File: src/hw/rtl/utf8_to_utf32_stream_decoder_top_assert.svh
// Assertion macros shared by the decoder RTL.
`ifndef UTF8_TO_UTF32_STREAM_DECODER_TOP_ASSERT_SVH
`define UTF8_TO_UTF32_STREAM_DECODER_TOP_ASSERT_SVH

// Same-cycle implication, disabled during reset.
`define U2U_ASSERT_IMP(lbl, clk, rst_n, ante, cons) \
	lbl: assert property (@(posedge clk) disable iff (!(rst_n)) (ante) |-> (cons)) \
		else $error("u2u assertion failed");

// Next-cycle implication, disabled during reset.
`define U2U_ASSERT_NXT(lbl, clk, rst_n, ante, cons) \
	lbl: assert property (@(posedge clk) disable iff (!(rst_n)) (ante) |=> (cons)) \
		else $error("u2u assertion failed");

`endif

File: src/hw/rtl/u2u_pkg.sv
// Types, codes and decode helpers for the UTF-8 to UTF-32 decoder.
package u2u_pkg;

	localparam int Q_DEPTH = 4;

	localparam logic [1:0] ERR_OK      = 2'd0;
	localparam logic [1:0] ERR_TRUNC   = 2'd1;
	localparam logic [1:0] ERR_BADCONT = 2'd2;
	localparam logic [1:0] ERR_INVALID = 2'd3;

	localparam logic [30:0] REPL_CP = 31'h0000FFFD;

	typedef struct packed {
		logic [7:0] data_byte;
		logic       end_of_stream;
	} in_beat_t;

	typedef struct packed {
		logic [30:0] code_point;
		logic [2:0]  seq_len;
		logic [1:0]  error_kind;
		logic        last_of_run;
	} out_beat_t;

	// Results of one byte, packed from slot 0.
	typedef struct packed {
		logic      vld0;
		logic      vld1;
		out_beat_t beat0;
		out_beat_t beat1;
	} q_push_t;

	function automatic logic [2:0] lead_count(input logic [7:0] b);
		logic [2:0] c;
		case (b) inside
			[8'h00:8'hBF]: c = 3'd0;
			[8'hC0:8'hDF]: c = 3'd1;
			[8'hE0:8'hEF]: c = 3'd2;
			[8'hF0:8'hF7]: c = 3'd3;
			[8'hF8:8'hFB]: c = 3'd4;
			default:       c = 3'd5;
		endcase
		return c;
	endfunction

	function automatic logic [7:0] lead_mask(input logic [2:0] c);
		logic [7:0] m;
		case (c)
			3'd0:    m = 8'h7F;
			3'd1:    m = 8'h1F;
			3'd2:    m = 8'h0F;
			3'd3:    m = 8'h07;
			3'd4:    m = 8'h03;
			default: m = 8'h01;
		endcase
		return m;
	endfunction

	// Overlong, surrogate, range and length checks on a finished sequence; flags only when strict.
	function automatic logic invalid_cp(input logic [30:0] ch, input logic [2:0] c,
			input logic strict);
		logic bad;
		bad = (ch > 31'h0010FFFF) ||
			(ch >= 31'h0000D800 && ch <= 31'h0000DFFF) ||
			(c > 3'd3) ||
			(c == 3'd1 && ch <= 31'h0000007F) ||
			(c == 3'd2 && ch <= 31'h000007FF) ||
			(c == 3'd3 && ch <= 31'h0000FFFF);
		return strict & bad;
	endfunction

endpackage

File: src/hw/rtl/utf8_to_utf32_stream_decoder_top.sv
// UTF-8 byte stream to UTF-32 code point decoder, top level with config port.
// With the queue empty, a byte's result goes to a queue slot, then the output register.
// Throughput: one byte per cycle; the front end stalls while the result queue
// has room for fewer than two beats; output drains one beat per cycle unless cp_stall.
// A byte that breaks a sequence can yield two beats: the error beat and its own lead beat.
// Reset (arst_n low, asynchronous) idles the decoder, empties the queue, clears strict_q.
module utf8_to_utf32_stream_decoder_top #(
	parameter int Q_DEPTH = u2u_pkg::Q_DEPTH
) (
	input  logic                clk,
	input  logic                arst_n,
	input  logic                byte_valid,
	output logic                byte_stall,
	input  u2u_pkg::in_beat_t   byte_data,
	output logic                cp_valid,
	input  logic                cp_stall,
	output u2u_pkg::out_beat_t  cp_data,
	input  logic                psel,
	input  logic                penable,
	input  logic                pwrite,
	input  logic [2:0]          paddr,
	input  logic [31:0]         pwdata,
	output logic [31:0]         prdata,
	output logic                pready
);
	import u2u_pkg::*;

	localparam logic ADDR_STRICT = 1'b0;

	logic      strict_q;
	logic      accept;
	logic      room2;
	logic      head_vld;
	logic      pop;
	q_push_t   push;
	out_beat_t head;

	assign pready     = 1'b1;
	assign byte_stall = !room2;
	assign accept     = byte_valid && room2;
	assign prdata     = (paddr[2] == ADDR_STRICT) ? {31'd0, strict_q} : 32'd0;

	always_ff @(posedge clk or negedge arst_n) begin
		if (!arst_n) begin
			strict_q <= 1'b0;
		end else if (psel && penable && pwrite && paddr[2] == ADDR_STRICT) begin
			strict_q <= pwdata[0];
		end
	end

	u2u_front u_front (
		.clk    (clk),
		.arst_n (arst_n),
		.accept (accept),
		.byte_in(byte_data),
		.strict (strict_q),
		.push   (push)
	);

	u2u_queue #(
		.DEPTH(Q_DEPTH)
	) u_queue (
		.clk     (clk),
		.arst_n  (arst_n),
		.push    (push),
		.room2   (room2),
		.head_vld(head_vld),
		.head    (head),
		.pop     (pop)
	);

	u2u_back u_back (
		.clk     (clk),
		.arst_n  (arst_n),
		.head_vld(head_vld),
		.head    (head),
		.pop     (pop),
		.cp_valid(cp_valid),
		.cp_stall(cp_stall),
		.cp_data (cp_data)
	);

endmodule

File: src/hw/rtl/u2u_front.sv
// Front end: takes bytes, tracks the sequence state and forms result beats.
`include "utf8_to_utf32_stream_decoder_top_assert.svh"

module u2u_front (
	input  logic               clk,
	input  logic               arst_n,
	input  logic               accept,
	input  u2u_pkg::in_beat_t  byte_in,
	input  logic               strict,
	output u2u_pkg::q_push_t   push
);
	import u2u_pkg::*;

	logic [30:0] acc_q;
	logic [2:0]  exp_q;
	logic [2:0]  rcv_q;
	logic        inseq_q;

	logic [30:0] acc_n;
	logic [2:0]  exp_n;
	logic [2:0]  rcv_n;
	logic        inseq_n;

	logic [7:0]  b;
	logic        eos;
	logic [2:0]  lead_c;
	logic [30:0] lead_v;
	logic        lead_vld;
	out_beat_t   lead_beat;
	logic [30:0] cont_acc;
	logic [2:0]  cont_rcv;
	logic        r0_vld;
	logic        r1_vld;
	out_beat_t   r0;
	out_beat_t   r1;

	assign b   = byte_in.data_byte;
	assign eos = byte_in.end_of_stream;

	always_comb begin
		lead_c    = lead_count(b);
		lead_v    = {23'd0, b & lead_mask(lead_c)};
		lead_vld  = 1'b0;
		lead_beat = '0;
		if (lead_c == 3'd0) begin
			lead_vld = 1'b1;
			if (invalid_cp(lead_v, 3'd0, strict)) begin
				lead_beat = '{REPL_CP, 3'd1, ERR_INVALID, 1'b0};
			end else begin
				lead_beat = '{lead_v, 3'd1, ERR_OK, 1'b0};
			end
		end else if (eos) begin
			lead_vld  = 1'b1;
			lead_beat = '{REPL_CP, 3'd1, ERR_TRUNC, 1'b0};
		end

		cont_acc = {acc_q[24:0], b[5:0]};
		cont_rcv = rcv_q + 3'd1;

		r0_vld  = 1'b0;
		r1_vld  = 1'b0;
		r0      = '0;
		r1      = '0;
		acc_n   = '0;
		exp_n   = '0;
		rcv_n   = '0;
		inseq_n = 1'b0;

		if (!inseq_q || (strict && b[7:6] != 2'b10)) begin
			if (inseq_q) begin
				// broken sequence: flag it, then retry the byte as a lead
				r0_vld = 1'b1;
				r0     = '{REPL_CP, rcv_q + 3'd1, ERR_BADCONT, 1'b0};
				r1_vld = lead_vld;
				r1     = lead_beat;
			end else begin
				r0_vld = lead_vld;
				r0     = lead_beat;
			end
			if (!lead_vld) begin
				acc_n   = lead_v;
				exp_n   = lead_c;
				inseq_n = 1'b1;
			end
		end else if (cont_rcv >= exp_q) begin
			r0_vld = 1'b1;
			if (invalid_cp(cont_acc, exp_q, strict)) begin
				r0 = '{REPL_CP, exp_q + 3'd1, ERR_INVALID, 1'b0};
			end else begin
				r0 = '{cont_acc, exp_q + 3'd1, ERR_OK, 1'b0};
			end
		end else if (eos) begin
			r0_vld = 1'b1;
			r0     = '{REPL_CP, cont_rcv + 3'd1, ERR_TRUNC, 1'b0};
		end else begin
			acc_n   = cont_acc;
			exp_n   = exp_q;
			rcv_n   = cont_rcv;
			inseq_n = 1'b1;
		end

		r0.last_of_run = !r1_vld;
		r1.last_of_run = 1'b1;

		push.vld0  = accept & r0_vld;
		push.vld1  = accept & r1_vld;
		push.beat0 = r0;
		push.beat1 = r1;
	end

	always_ff @(posedge clk or negedge arst_n) begin
		if (!arst_n) begin
			acc_q   <= '0;
			exp_q   <= '0;
			rcv_q   <= '0;
			inseq_q <= 1'b0;
		end else if (accept) begin
			acc_q   <= acc_n;
			exp_q   <= exp_n;
			rcv_q   <= rcv_n;
			inseq_q <= inseq_n;
		end
	end

	`U2U_ASSERT_IMP(a_seq_counts, clk, arst_n, inseq_q, (exp_q != 3'd0) && (rcv_q < exp_q))
	`U2U_ASSERT_IMP(a_second_is_last, clk, arst_n, push.vld1,
		push.vld0 && !push.beat0.last_of_run && push.beat1.last_of_run)

endmodule

File: src/hw/rtl/u2u_queue.sv
// Result queue between the front end and the output stage; takes up to two beats a cycle.
`include "utf8_to_utf32_stream_decoder_top_assert.svh"

module u2u_queue #(
	parameter int DEPTH = u2u_pkg::Q_DEPTH
) (
	input  logic                clk,
	input  logic                arst_n,
	input  u2u_pkg::q_push_t    push,
	output logic                room2,
	output logic                head_vld,
	output u2u_pkg::out_beat_t  head,
	input  logic                pop
);
	import u2u_pkg::*;

	localparam int PW = (DEPTH > 1) ? $clog2(DEPTH) : 1;
	localparam int CW = $clog2(DEPTH + 1);

	out_beat_t     slot_q [DEPTH];
	logic [PW-1:0] wr_q;
	logic [PW-1:0] rd_q;
	logic [CW-1:0] cnt_q;
	logic [PW-1:0] wr1;
	logic [CW-1:0] npush;

	function automatic logic [PW-1:0] nxt(input logic [PW-1:0] p);
		return (p == PW'(DEPTH - 1)) ? '0 : p + 1'b1;
	endfunction

	assign wr1      = nxt(wr_q);
	assign npush    = CW'(push.vld0) + CW'(push.vld1);
	assign room2    = cnt_q <= CW'(DEPTH - 2);
	assign head_vld = cnt_q != '0;
	assign head     = slot_q[rd_q];

	always_ff @(posedge clk) begin
		if (push.vld0) begin
			slot_q[wr_q] <= push.beat0;
		end
		if (push.vld1) begin
			slot_q[wr1] <= push.beat1;
		end
	end

	always_ff @(posedge clk or negedge arst_n) begin
		if (!arst_n) begin
			wr_q  <= '0;
			rd_q  <= '0;
			cnt_q <= '0;
		end else begin
			if (push.vld1) begin
				wr_q <= nxt(wr1);
			end else if (push.vld0) begin
				wr_q <= wr1;
			end
			if (pop) begin
				rd_q <= nxt(rd_q);
			end
			cnt_q <= cnt_q + npush - CW'(pop);
		end
	end

	`U2U_ASSERT_IMP(a_cnt_bound, clk, arst_n, 1'b1, cnt_q <= CW'(DEPTH))
	`U2U_ASSERT_IMP(a_no_overflow, clk, arst_n, push.vld0, room2)
	`U2U_ASSERT_IMP(a_no_underflow, clk, arst_n, pop, head_vld)

endmodule

File: src/hw/rtl/u2u_back.sv
// Output stage: registered result beat drained from the queue.
module u2u_back (
	input  logic                clk,
	input  logic                arst_n,
	input  logic                head_vld,
	input  u2u_pkg::out_beat_t  head,
	output logic                pop,
	output logic                cp_valid,
	input  logic                cp_stall,
	output u2u_pkg::out_beat_t  cp_data
);
	import u2u_pkg::*;

	logic      vld_q;
	out_beat_t beat_q;
	logic      take;

	assign take     = !vld_q || !cp_stall;
	assign pop      = head_vld && take;
	assign cp_valid = vld_q;
	assign cp_data  = beat_q;

	always_ff @(posedge clk or negedge arst_n) begin
		if (!arst_n) begin
			vld_q <= 1'b0;
		end else if (take) begin
			vld_q <= head_vld;
		end
	end

	always_ff @(posedge clk) begin
		if (pop) begin
			beat_q <= head;
		end
	end

endmodule
File: config.mk
export PLATFORM = sky130hd
export DESIGN_NAME = utf8_to_utf32_stream_decoder_top
export DESIGN_NICKNAME = d
export VERILOG_FILES = /design/src/hw/rtl/u2u_pkg.sv /design/src/hw/rtl/utf8_to_utf32_stream_decoder_top.sv /design/src/hw/rtl/u2u_front.sv /design/src/hw/rtl/u2u_queue.sv /design/src/hw/rtl/u2u_back.sv
export VERILOG_INCLUDE_DIRS = /design/src /design/src/hw/rtl
export SDC_FILE = /design/constraint.sdc
export NUM_CORES = 1
export LEC_CHECK = 0
export ABC_AREA = 1
export BUFFER_PORTS_ARGS = -buffer_cell sky130_fd_sc_hd__buf_4
export CORE_MARGIN = 1.5
export CORE_UTILIZATION = 40
export CTS_CLUSTER_SIZE = 25
export DETAILED_ROUTE_END_ITERATION = 7
export GPL_TIMING_DRIVEN = 0
export PLACE_DENSITY_LB_ADDON = 0.05
export SLEW_MARGIN = 20
export SYNTH_ARGS = -nofsm -noshare
export SYNTH_HDL_FRONTEND = slang
export SYNTH_HIERARCHICAL = 1
export SYNTH_SLANG_ARGS = --single-unit
File: constraint.sdc
create_clock -name clk -period 9.65 [get_ports clk]
set_clock_uncertainty 0.15 [all_clocks]
set_input_delay 1.4475 -clock clk [delete_from_list [all_inputs] [get_ports clk]]
set_output_delay 1.4475 -clock clk [all_outputs]
set_load 0.005 [all_outputs]
==> results by group, run 1 <==
Status
  – Status: completed

Worst setup path
  – CP peak stage delay: 600 ps
  – Startpoint types: register
  – Worst R2R Start: u_front/rcv_q[0]$_DFFE_PN0P_
  – R2R cell count: 17
  – Crit-path slowest cell: nor3_1
  – Arr. time, crit path: 4960 ps
  – CP Max Fanout: 10
  – Critical-path cell list: ha_1, xnor2_1, inv_1, ha_1, nand3b_1, nand3_2, nor2_1, nand2_1, inv_2, buf_2, nor3_1, inv_1, ha_1, inv_1, fa_1, fa_1, xnor2_1
  – CP Class: register to register
  – Critical path capture point type: register
  – Reg2reg end: u_queue/cnt_q[2]$_DFF_PN0_
  – Required time of the critical path: 9920 ps
  – Reg-to-reg slack, setup: 4960 ps

Timing
  – Worst Max-Slew Pin Slew: 760 ps
  – Final hold viol count: 0
  – Max-slew headroom: 0.489
  – Total negative slack: 0 ps
  – Fin Hold WS: 358 ps
  – Crit path time final: 4690 ps
  – RSZ-0062 raised after global routing: false
  – Slew Viols, Final: 0
  – PnR worst setup slack: 4960 ps
  – Fin crit share: 0.486
  – Peak Freq: 213 MHz
  – Setup violations, final: 0

Placed design
  – Port Buffers: 57
  – Number of placed instances, taps included: 1,916
  – GPL Wtd Cong: 0.851
  – Placed Instance Area: 0.0137 sq mm
  – DP Worst Slack: 4840 ps
  – Placed wire-length estimate: 24,000 microns

Flow run
  – Max-cap violation count: 0

Final layout
  – Antenna Cells: 0
  – # nets final: 1,618
  – Seq. cell area: 0.00658 sq mm
  – Multi-input logic area: 0.00445 sq mm
  – Core Util, Final: 0.475
  – Most common cell after layout, fill and taps aside: nand2_1
  – Fill cell count: 2,912
  – Most frequent cells in the layout: nand2_1, edfxtp_1, inv_1
  – Share of layout cells above drive strength 1: 0.173
  – P&R area growth vs syn: 16.7%
  – Fin area: 0.0145 sq mm
  – Cell Count, Final, Fillers Out: 1,964

Global route
  – Vias in the first global route: 9,150
  – First-pass GRT wire length: 52,300 microns
  – Largest net degree at the start of global routing: 42
  – Tot GR Track Use: 0.210
  – Overflow after GRT: 0
  – Antenna violations before repair: 0

CTS
  – # Post-CTS Setup Buffers: 0
  – Post-CTS Hold Buffers: 0
  – Clock-pin slew on the worst setup and hold paths: 60 ps
  – H-tree Lvls: 1
  – Post-CTS Resized: 0
  – Worst skew pair latency: 540 ps
  – Root Driver: clkbuf_16
  – Num CTS Buffers: 27
  – CTS sink cnt: 226
  – Clk buf depth: 3
  – TritonCTS clock tree: yes

Drt
  – Starting DRT DRC Count: 626
  – DR DRC count: 0
  – ANT nets after route: 0
  – DR pass1 iterations: 5
  – Via count: 9,474
  – Routed wire length: 34,100 microns
  – DR WL/cell: 17.3 microns
  – Vias/cell: 4.82

Hold path
  – Hold Path Class: register to register
  – Origin of the worst min-delay path: u_front/rcv_q[2]$_DFFE_PN0P_
  – Worst hold path depth: 2
  – Hold endpoint: u_front/rcv_q[2]$_DFFE_PN0P_

Power
  – Leak Pwr: 6.28 nW
  – Pwr per Cell Area: 264 mW/mm^2
  – Power, Total: 3.84 mW
  – Peak VDD IR: 182 uV

Floorplan
  – Top Ports: 123
  – Die area: 0.0322 sq mm
  – DIE WIDTH: 179 microns
  – Initial Util: 0.407
  – Placeable Area: 0.0306 sq mm
  – Die H: 179 microns
  – Num rows: 64

Synth
  – Sequential share of the synthesized area: 0.528
  – Synth Area per Inst: 8.83 sq um
  – YS warnings: 6
  – Syn Std Cell Area: 0.0125 sq mm
  – Synth area leaders: edfxtp_1, nand2_1, dfrtp_1
  – Post-synth top area share: 0.446
  – Register bit count reported by yosys: 226
  – Mapped Cells: 1,411
  – Post-synth top area cell: edfxtp_1
  – Post-synth cell types: 41
==> metal layers <==
metal | global-route usage | wire [microns] | vias to the layer above
met2 | 0.350 | 16000 | 246
met3 | 0.0239 | 1820 | 38
li1 | - | - | 4778
met5 | 0 | 0 | -
met1 | 0.293 | 15700 | 4412
met4 | 0.0497 | 582 | 0
==> synth_stat cells <==
library cell,instances
nor2_4,2
o221ai_1,1
buf_1,1
nand2_1,386
inv_1,167
o22ai_1,5
buf_6,27
nand2_2,16
nand3_2,2
nand2_4,2
nor3_1,6
o21ai_2,20
buf_2,17
nor2_1,128
o21a_1,1
o21bai_1,1
clkbuf_1,17
dfrtp_1,41
a21o_1,2
o32ai_1,1
ha_1,16
xor2_1,1
xnor2_1,3
nand3_1,40
edfxtp_1,185
o21ai_1,65
o211ai_1,38
a31oi_1,9
buf_12,1
inv_2,3
conb_1,4
nand4_1,3
o21ai_0,98
nand3b_1,2
a21oi_1,15
nor2_2,6
o21bai_4,1
fa_1,2
a21oi_2,1
buf_4,70
o31ai_1,5
==> registers in the layout (all words and copies together), names as in the netlist <==
signal,flops
strict_q,1
u_front/inseq_q,1
u_front/exp_q,3
u_front/acc_q,25
u_queue/slot_q,148
u_front/rcv_q,3
u_queue/wr_q,2
u_queue/cnt_q,3
u_queue/rd_q,2
u_back/cp_data,37
u_back/cp_valid,1
==> cell families after synthesis <==
family / Yosys count / share of synthesized area
xor gates and xnor gates: 4 / 0.00281
buffers and inverters: 303 / 0.132
adders and majority gates: 18 / 0.0193
other: 4 / 0.00120
and+or+nand+nor: 593 / 0.192
DFF: 226 / 0.528
AOI/OAI and AO/OA: 263 / 0.125
==> area by class of cell <==
type	instances	area share
plain buffers	133	0.0690
clock buffers	31	0.0475
clock inverters	17	0.0103
inverters	170	0.0439
multi-input cells	929	0.306
flip-flops and latches	226	0.453
well taps	396	0.0341
repair buffers	62	0.0365
==> power by group <==
group	internal (mW)	switching [mW]
sequential	1.37	0.0688
combinational	0.519	0.908
clock	0.586	0.389
total	2.47	1.37
==> how the worst max path moves through the flow <==
| stage | startpoint | to | depth (start not counted) | slack [ps] |
|---|---|---|---|---|
| 2_1_floorplan | cp_stall | u_queue/cnt_q[2]$_DFF_PN0_ | 6 | 5520 |
| 3_3_place_gp | byte_data[7] | u_queue/slot_q[1][15]$_DFFE_PP_ | 13 | 3880 |
| 3_5_place_dp | byte_data[7] | u_queue/cnt_q[2]$_DFF_PN0_ | 14 | 4840 |
| 4_1_cts | u_front/rcv_q[0]$_DFFE_PN0P_ | u_queue/cnt_q[2]$_DFF_PN0_ | 17 | 4860 |
| 5_1_grt | u_front/rcv_q[0]$_DFFE_PN0P_ | u_queue/cnt_q[2]$_DFF_PN0_ | 17 | 4540 |
| 6_report | u_front/rcv_q[0]$_DFFE_PN0P_ | u_queue/cnt_q[2]$_DFF_PN0_ | 17 | 4960 |
==> critical path, delay by kind of cell (launching register included) <==
kind                     cells  cell delay (ps)
flip-flops                   1              470
adder cells (fa/ha/maj)      5             1640
buffers and inverters        5              570
AND/OR/NAND/NOR              5             1250
XOR/XNOR                     2              490
No activity file was read; power rests on OpenSTA's default activity.
==> run 2, diff against run 1 <==
==> constraint.sdc (replaced) <==
create_clock -name clk -period 4.2 [get_ports clk]
set_clock_uncertainty 0.15 [all_clocks]
set_input_delay 0.63 -clock clk [delete_from_list [all_inputs] [get_ports clk]]
set_output_delay 0.63 -clock clk [all_outputs]
set_load 0.005 [all_outputs]
==> run 2 against run 1 <==
Worst setup slack got worse by 4600 ps. Final cell count increased by 0.10%. Final area is 0.37% higher. Utilization grew 0.18 points. Critical path depth down 1. First-iteration DRC count grew 5.4%. Wire length is essentially flat. Combinational power grew 130%. Clock power is 130% higher.
==> results by group, run 2 (synthesis gave the netlist of run 1 again) <==
Placed design
  – Placed Instance Area: 0.0137 sq mm
  – Placed wire-length estimate: 24,000 microns
  – GPL Wtd Cong: 0.851
  – Port Buffers: 57

Final layout
  – Multi-input logic area: 0.00448 sq mm
  – Most common cell after layout, fill and taps aside: nand2_1
  – Antenna Cells: 0
  – # nets final: 1,620
  – Seq. cell area: 0.00658 sq mm
  – Max reg flops: 148
  – Share of layout cells above drive strength 1: 0.176
  – P&R area growth vs syn: 17.1%
  – Core Util, Final: 0.477
  – Fill cell count: 2,917
  – Most frequent cells in the layout: nand2_1, edfxtp_1, inv_1
  – Largest reg by FF count: u_queue/slot_q
  – Fin area: 0.0146 sq mm

Floorplan
  – Initial Util: 0.407
  – Die H: 179 microns
  – DIE WIDTH: 179 microns
  – Num rows: 64
  – Die area: 0.0322 sq mm
  – Placeable Area: 0.0306 sq mm
  – Top Ports: 123

Hold path
  – Hold Path Class: input pin to register

Worst setup path
  – Arr. time, crit path: 4120 ps
  – Worst Path Buf+Inv: 4
  – Critical-path cell list: ha_1, xnor2_2, inv_1, ha_1, nand3_1, nand3_4, nor2_2, nand2_2, inv_4, nor3_4, inv_1, ha_1, inv_1, fa_1, fa_1, xnor2_1
  – Required time of the critical path: 4470 ps
  – Critical path capture point type: register
  – Crit-path slowest cell: dfrtp_1
  – CP Max Fanout: 15
  – CP peak stage delay: 480 ps
  – CP Class: register to register
  – Startpoint types: register
  – CP delay by family, top: adder cells

Drt
  – ANT nets after route: 0
  – Vias/cell: 4.84
  – Starting DRT DRC Count: 660
  – DR WL/cell: 17.3 microns
  – Routed wire length: 34,000 microns
  – DR DRC count: 0
  – DR pass1 iterations: 5
  – Via count: 9,509

CTS
  – Clock-pin slew on the worst setup and hold paths: 60 ps
  – CTS sink cnt: 226
  – Clk buf depth: 3
  – Num CTS Buffers: 27
  – TritonCTS clock tree: yes
  – Root Driver: clkbuf_16
  – H-tree Lvls: 1
  – Worst skew pair latency: 530 ps

Power
  – Pwr per Cell Area: 606 mW/mm^2
  – Leak Pwr: 6.29 nW
  – Peak VDD IR: 424 uV
  – Power, Total: 8.84 mW

Timing
  – Worst Max-Slew Pin Slew: 749 ps
  – Crit path time final: 3850 ps
  – Final hold viol count: 0
  – Fin Hold WS: 162 ps
  – RSZ-0062 raised after global routing: false
  – Max-slew headroom: 0.495
  – Peak Freq: 259 MHz
  – Slew Viols, Final: 0
  – Setup violations, final: 0
  – Total negative slack: 0 ps
  – Fin crit share: 0.918

Global route
  – Antenna violations before repair: 0
  – Vias in the first global route: 9,147
  – Overflow after GRT: 0
  – Largest net degree at the start of global routing: 42
  – First-pass GRT wire length: 52,300 microns
  – Tot GR Track Use: 0.210

Flow run
  – Max-cap violation count: 0

Status
  – Status: completed
[run 2: final timing paths]
check	slack [ps]	depth (start not counted)	startpoint	endpoint
hold / removal	160	3	cp_stall	u_back/cp_valid$_DFFE_PN0P_
setup / recovery	350	16	u_front/rcv_q[0]$_DFFE_PN0P_	u_queue/cnt_q[2]$_DFF_PN0_
hold reg to reg	360	2	strict_q$_DFFE_PN0P_	strict_q$_DFFE_PN0P_
max in group asynchronous	3000	2	arst_n	u_front/acc_q[11]$_DFFE_PN0P_
setup reg to reg	350	16	u_front/rcv_q[0]$_DFFE_PN0P_	u_queue/cnt_q[2]$_DFF_PN0_
min in group asynchronous	490	2	arst_n	u_front/rcv_q[0]$_DFFE_PN0P_
[run 2: layout make-up]
cell class	instances	share of cell area
Sequential cell	226	0.451
Multi-Input combinational cell	929	0.307
Buffer	132	0.0684
Clock buffer	31	0.0473
Inverter	170	0.0439
Timing Repair Buffer	65	0.0381
Tap cell	396	0.0340
Clock inverter	17	0.0103
[run 2: per-layer routing]
| layer | vias up | track usage | share of wire |
|---|---|---|---|
| li1 | 4781 | - | - |
| met1 | 4421 | 0.293 | 0.46 |
| met2 | 265 | 0.350 | 0.47 |
| met3 | 42 | 0.0239 | 0.052 |
| met4 | 0 | 0.0497 | 0.018 |
| met5 | - | 0 | 0 |
[run 2: timing repair]
item                                   in CTS  in global routing
hold buffers                                1                  0
resized for setup                           4                  4
setup buffers                               0                  2
setup endpoints to repair                 138                  2
pin swaps                                   0                  1
endpoints found under the hold margin      41                  0
[run 2: worst reg2reg max path, cell delays in order (launching register included)]
cell and delay (ps):
dfrtp_1 480, ha_1 280, xnor2_2 230, inv_1 70, ha_1 310, nand3_1 120, nand3_4 180, nor2_2 70
nand2_2 150, inv_4 120, nor3_4 270, inv_1 100, ha_1 280, inv_1 40, fa_1 370, fa_1 390
xnor2_1 140
[run 2: stage by stage]
step / cells / worst slack [ps]
finish: 1966 / 346
global route: 1966 / 39.3
CTS: 1965 / 19.1
detailed placement: 1916 / -575
global placement: 1911 / -1130
floorplan: 1458 / 296
[run 2: power breakdown]
group / internal [mW] / total (mW) / switching (mW)
Combinational: 1.21 / 3.30 / 2.10
Clock: 1.35 / 2.24 / 0.891
Sequential: 3.14 / 3.30 / 0.158
Total: 5.69 / 8.84 / 3.15
==> run 3, diff against run 2 <==
--- a/config.mk
+++ b/config.mk
@@ -17,5 +17,4 @@
 export SLEW_MARGIN = 20
 export SYNTH_ARGS = -nofsm -noshare
 export SYNTH_HDL_FRONTEND = slang
-export SYNTH_HIERARCHICAL = 1
 export SYNTH_SLANG_ARGS = --single-unit
==> run 3 against run 2 <==
Power decreased by 12%. Combinational power fell by 21%. Via count shrank 8.8%. First-iteration DRC count rose by 5.6%. Area after synthesis is 15% lower. Worst setup slack better by 110 ps. Sequential cell count stayed put. Sequential share of layout area increased by 1.8 points. Sequential power is 9.4% lower. Wire length is 10% lower. Global-route usage increased by 1.0 points. Non-clock buffer count fell by 58. Critical path type unchanged.
==> results by group, run 3 <==
Status
  – Status: completed

Global route
  – Overflow after GRT: 0
  – First-pass GRT wire length: 47,300 microns
  – Largest net degree at the start of global routing: 42
  – Vias in the first global route: 8,313
  – Tot GR Track Use: 0.220
  – Antenna violations before repair: 0

Synth
  – Count leader, synth: nand2_1
  – Synth Flop Type: edfxtp_1
  – Syn Std Cell Area: 0.0106 sq mm
  – YS warnings: 0
  – Post-synth top area share: 0.308
  – Sequential share of the synthesized area: 0.548
  – FFs w/ async S/R, synth: 0.181
  – Mapped Cells: 1,239
  – Post-synth cell types: 38
  – Post-synth EDFFs: 109
  – Synth area leaders: edfxtp_1, nand2_1, dfxtp_1
  – Register bit count reported by yosys: 226
  – Post-synth top area cell: edfxtp_1
  – Post-synth top cells: nand2_1, nor2_1, edfxtp_1
  – Synth Area per Inst: 8.57 sq um

Flow run
  – Max-cap violation count: 0

Timing
  – Crit path time final: 3750 ps
  – Max-slew headroom: 0.475
  – PnR worst setup slack: 454 ps
  – Final hold viol count: 0
  – Fin crit share: 0.892
  – RSZ-0062 raised after global routing: false
  – Worst Max-Slew Pin Slew: 779 ps
  – Slew Viols, Final: 0
  – Peak Freq: 267 MHz
  – Setup violations, final: 0

Placed design
  – GPL Wtd Cong: 0.857
  – Placed wire-length estimate: 21,200 microns
  – Port Buffers: 57
  – Number of placed instances, taps included: 1,662
  – DP Worst Slack: 1.80 ps

CTS
  – Num CTS Buffers: 26
  – H-tree Lvls: 1
  – Clock-pin slew on the worst setup and hold paths: 60 ps
  – CTS sink cnt: 226
  – Root Driver: clkbuf_16
  – # Post-CTS Setup Buffers: 0
  – Clk buf depth: 3
  – TritonCTS clock tree: yes
  – Worst skew pair latency: 540 ps

Floorplan
  – Die area: 0.0275 sq mm
  – Top Ports: 123
  – Placeable Area: 0.0261 sq mm
  – DIE WIDTH: 166 microns
  – Num rows: 59
  – Initial Util: 0.407
  – Die H: 166 microns

Final layout
  – Antenna Cells: 0
  – Most common cell after layout, fill and taps aside: nand2_1
  – Share of layout cells above drive strength 1: 0.140
  – Largest reg by FF count: u_queue.slot_q
  – # nets final: 1,429
  – Core Util, Final: 0.476
  – Max reg flops: 148
  – Cell Count, Final, Fillers Out: 1,710
  – Most frequent cells in the layout: nand2_1, nor2_1, edfxtp_1
  – P&R area growth vs syn: 16.9%

Worst setup path
  – CP delay by family, top: simple AND/OR/NAND/NOR gates
  – Critical-path cell list: ha_1, xnor2_1, inv_1, ha_1, nand2_1, o21a_1, nand2_4, inv_4, nand3_4, nand2_2, nor2_4, nand2_2, nand2_2, inv_2, buf_4, nand2_1, nand2_1
  – Worst Path Buf+Inv: 4
  – CP peak stage delay: 510 ps
  – Arr. time, crit path: 4030 ps
  – Startpoint types: register
  – CP Class: register to register
  – Crit-path slowest cell: nand2_2
  – Required time of the critical path: 4490 ps
  – CP Max Fanout: 20
  – Critical path capture point type: register

Drt
  – Routed wire length: 30,600 microns
  – DR WL/cell: 17.9 microns
  – DR pass1 iterations: 5
  – ANT nets after route: 0
  – Via count: 8,669
  – Starting DRT DRC Count: 697
  – DR DRC count: 0
  – Vias/cell: 5.07

Hold path
  – Hold Path Class: input pin to register

Power
  – Leak Pwr: 5.66 nW
  – Peak VDD IR: 365 uV
  – Pwr per Cell Area: 624 mW/mm^2
[run 3: changes by cell type in the layout (fill, tap and decap cells not counted), sizes merged, moves of 38 or more]
cell,change
o211ai,-38
edfxtp,-76
buf,-73
o22ai,+60
dfxtp,+76
o21ai,-78
inv,-74
[run 3: kinds of logic (layout without fill, tap and decap cells)]
family | Yosys count | count (layout) | share of synthesized area
xor gates and xnor gates | 5 | 5 | 0.00413
buffers and inverters | 176 | 282 | 0.0776
AOI/OAI and AO/OA | 186 | 186 | 0.0981
DFF | 226 | 226 | 0.548
and+or+nand+nor | 622 | 622 | 0.244
other | 2 | 32 | 0.000708
adders and majority gates | 22 | 22 | 0.0266
[run 3: report_power, final]
| part | switching, mW | internal, mW |
|---|---|---|
| registers | 0.141 | 2.85 |
| clock network | 0.898 | 1.24 |
| logic | 1.78 | 0.829 |
[run 3: final timing paths]
check                                                       start                                  to  slack, ps  depth (start not counted)
worst max-delay path                 u_front.rcv_q[0]$_DFFE_PN0P_  u_queue.slot_q[3][31]$_SDFFE_PP0P_        450                         17
worst min-delay path                                     cp_stall         u_back.cp_valid$_DFFE_PN0N_        170                          3
worst max register to register       u_front.rcv_q[0]$_DFFE_PN0P_  u_queue.slot_q[3][31]$_SDFFE_PP0P_        450                         17
max in group asynchronous                                  arst_n        u_front.rcv_q[0]$_DFFE_PN0P_       3050                          2
worst min register to register  u_queue.slot_q[1][4]$_SDFFE_PP0P_   u_queue.slot_q[1][4]$_SDFFE_PP0P_        290                          2
min in group asynchronous                                  arst_n          u_queue.cnt_q[2]$_DFF_PN0_        460                          2
[run 3: routing by layer]
layer	share of wire	GRT usage	wire [microns]
met5	0	0	0
met4	0.029	0.0729	898
met3	0.053	0.0281	1630
met2	0.44	0.345	13600
met1	0.47	0.316	14500
[run 3: what timing repair did]
action | 4_1_cts | 5_1_grt
hold buffers | 1 | 0
endpoints found under the setup margin | 5 | 10
resized for setup | 1 | 1
endpoints found under the hold margin | 41 | 0
[run 3: layout make-up]
| type | instances | area, sq um |
|---|---|---|
| timing repair buffer | 59 | 458 |
| sequential | 226 | 5820 |
| fill | 2581 | 13700 |
| tap | 335 | 419 |
| clock buffer | 37 | 712 |
| multi-input combinational | 867 | 4090 |
| buffer | 80 | 460 |
| inverter | 96 | 363 |
| clock inverter | 10 | 85.1 |
[run 3: metrics by stage]
stage | hold slack, ps | cell area [sq um] | power (mW) | TNS [ps]
4_1_cts | 159 | 12400 | 7.78 | 0
3_3_place_gp | 277 | 11600 | 5.62 | -234
5_1_grt | 197 | 12400 | 8.16 | 0
2_1_floorplan | 184 | 10700 | 4.51 | 0
6_report | 168 | 12400 | 7.74 | 0
3_5_place_dp | 277 | 11600 | 5.64 | 0
[run 3: tightest hold or removal path, delay by kind of cell]
kind	cells	cell delay [ps]
buffers and inverters	1	80
AND/OR/NAND/NOR	2	110
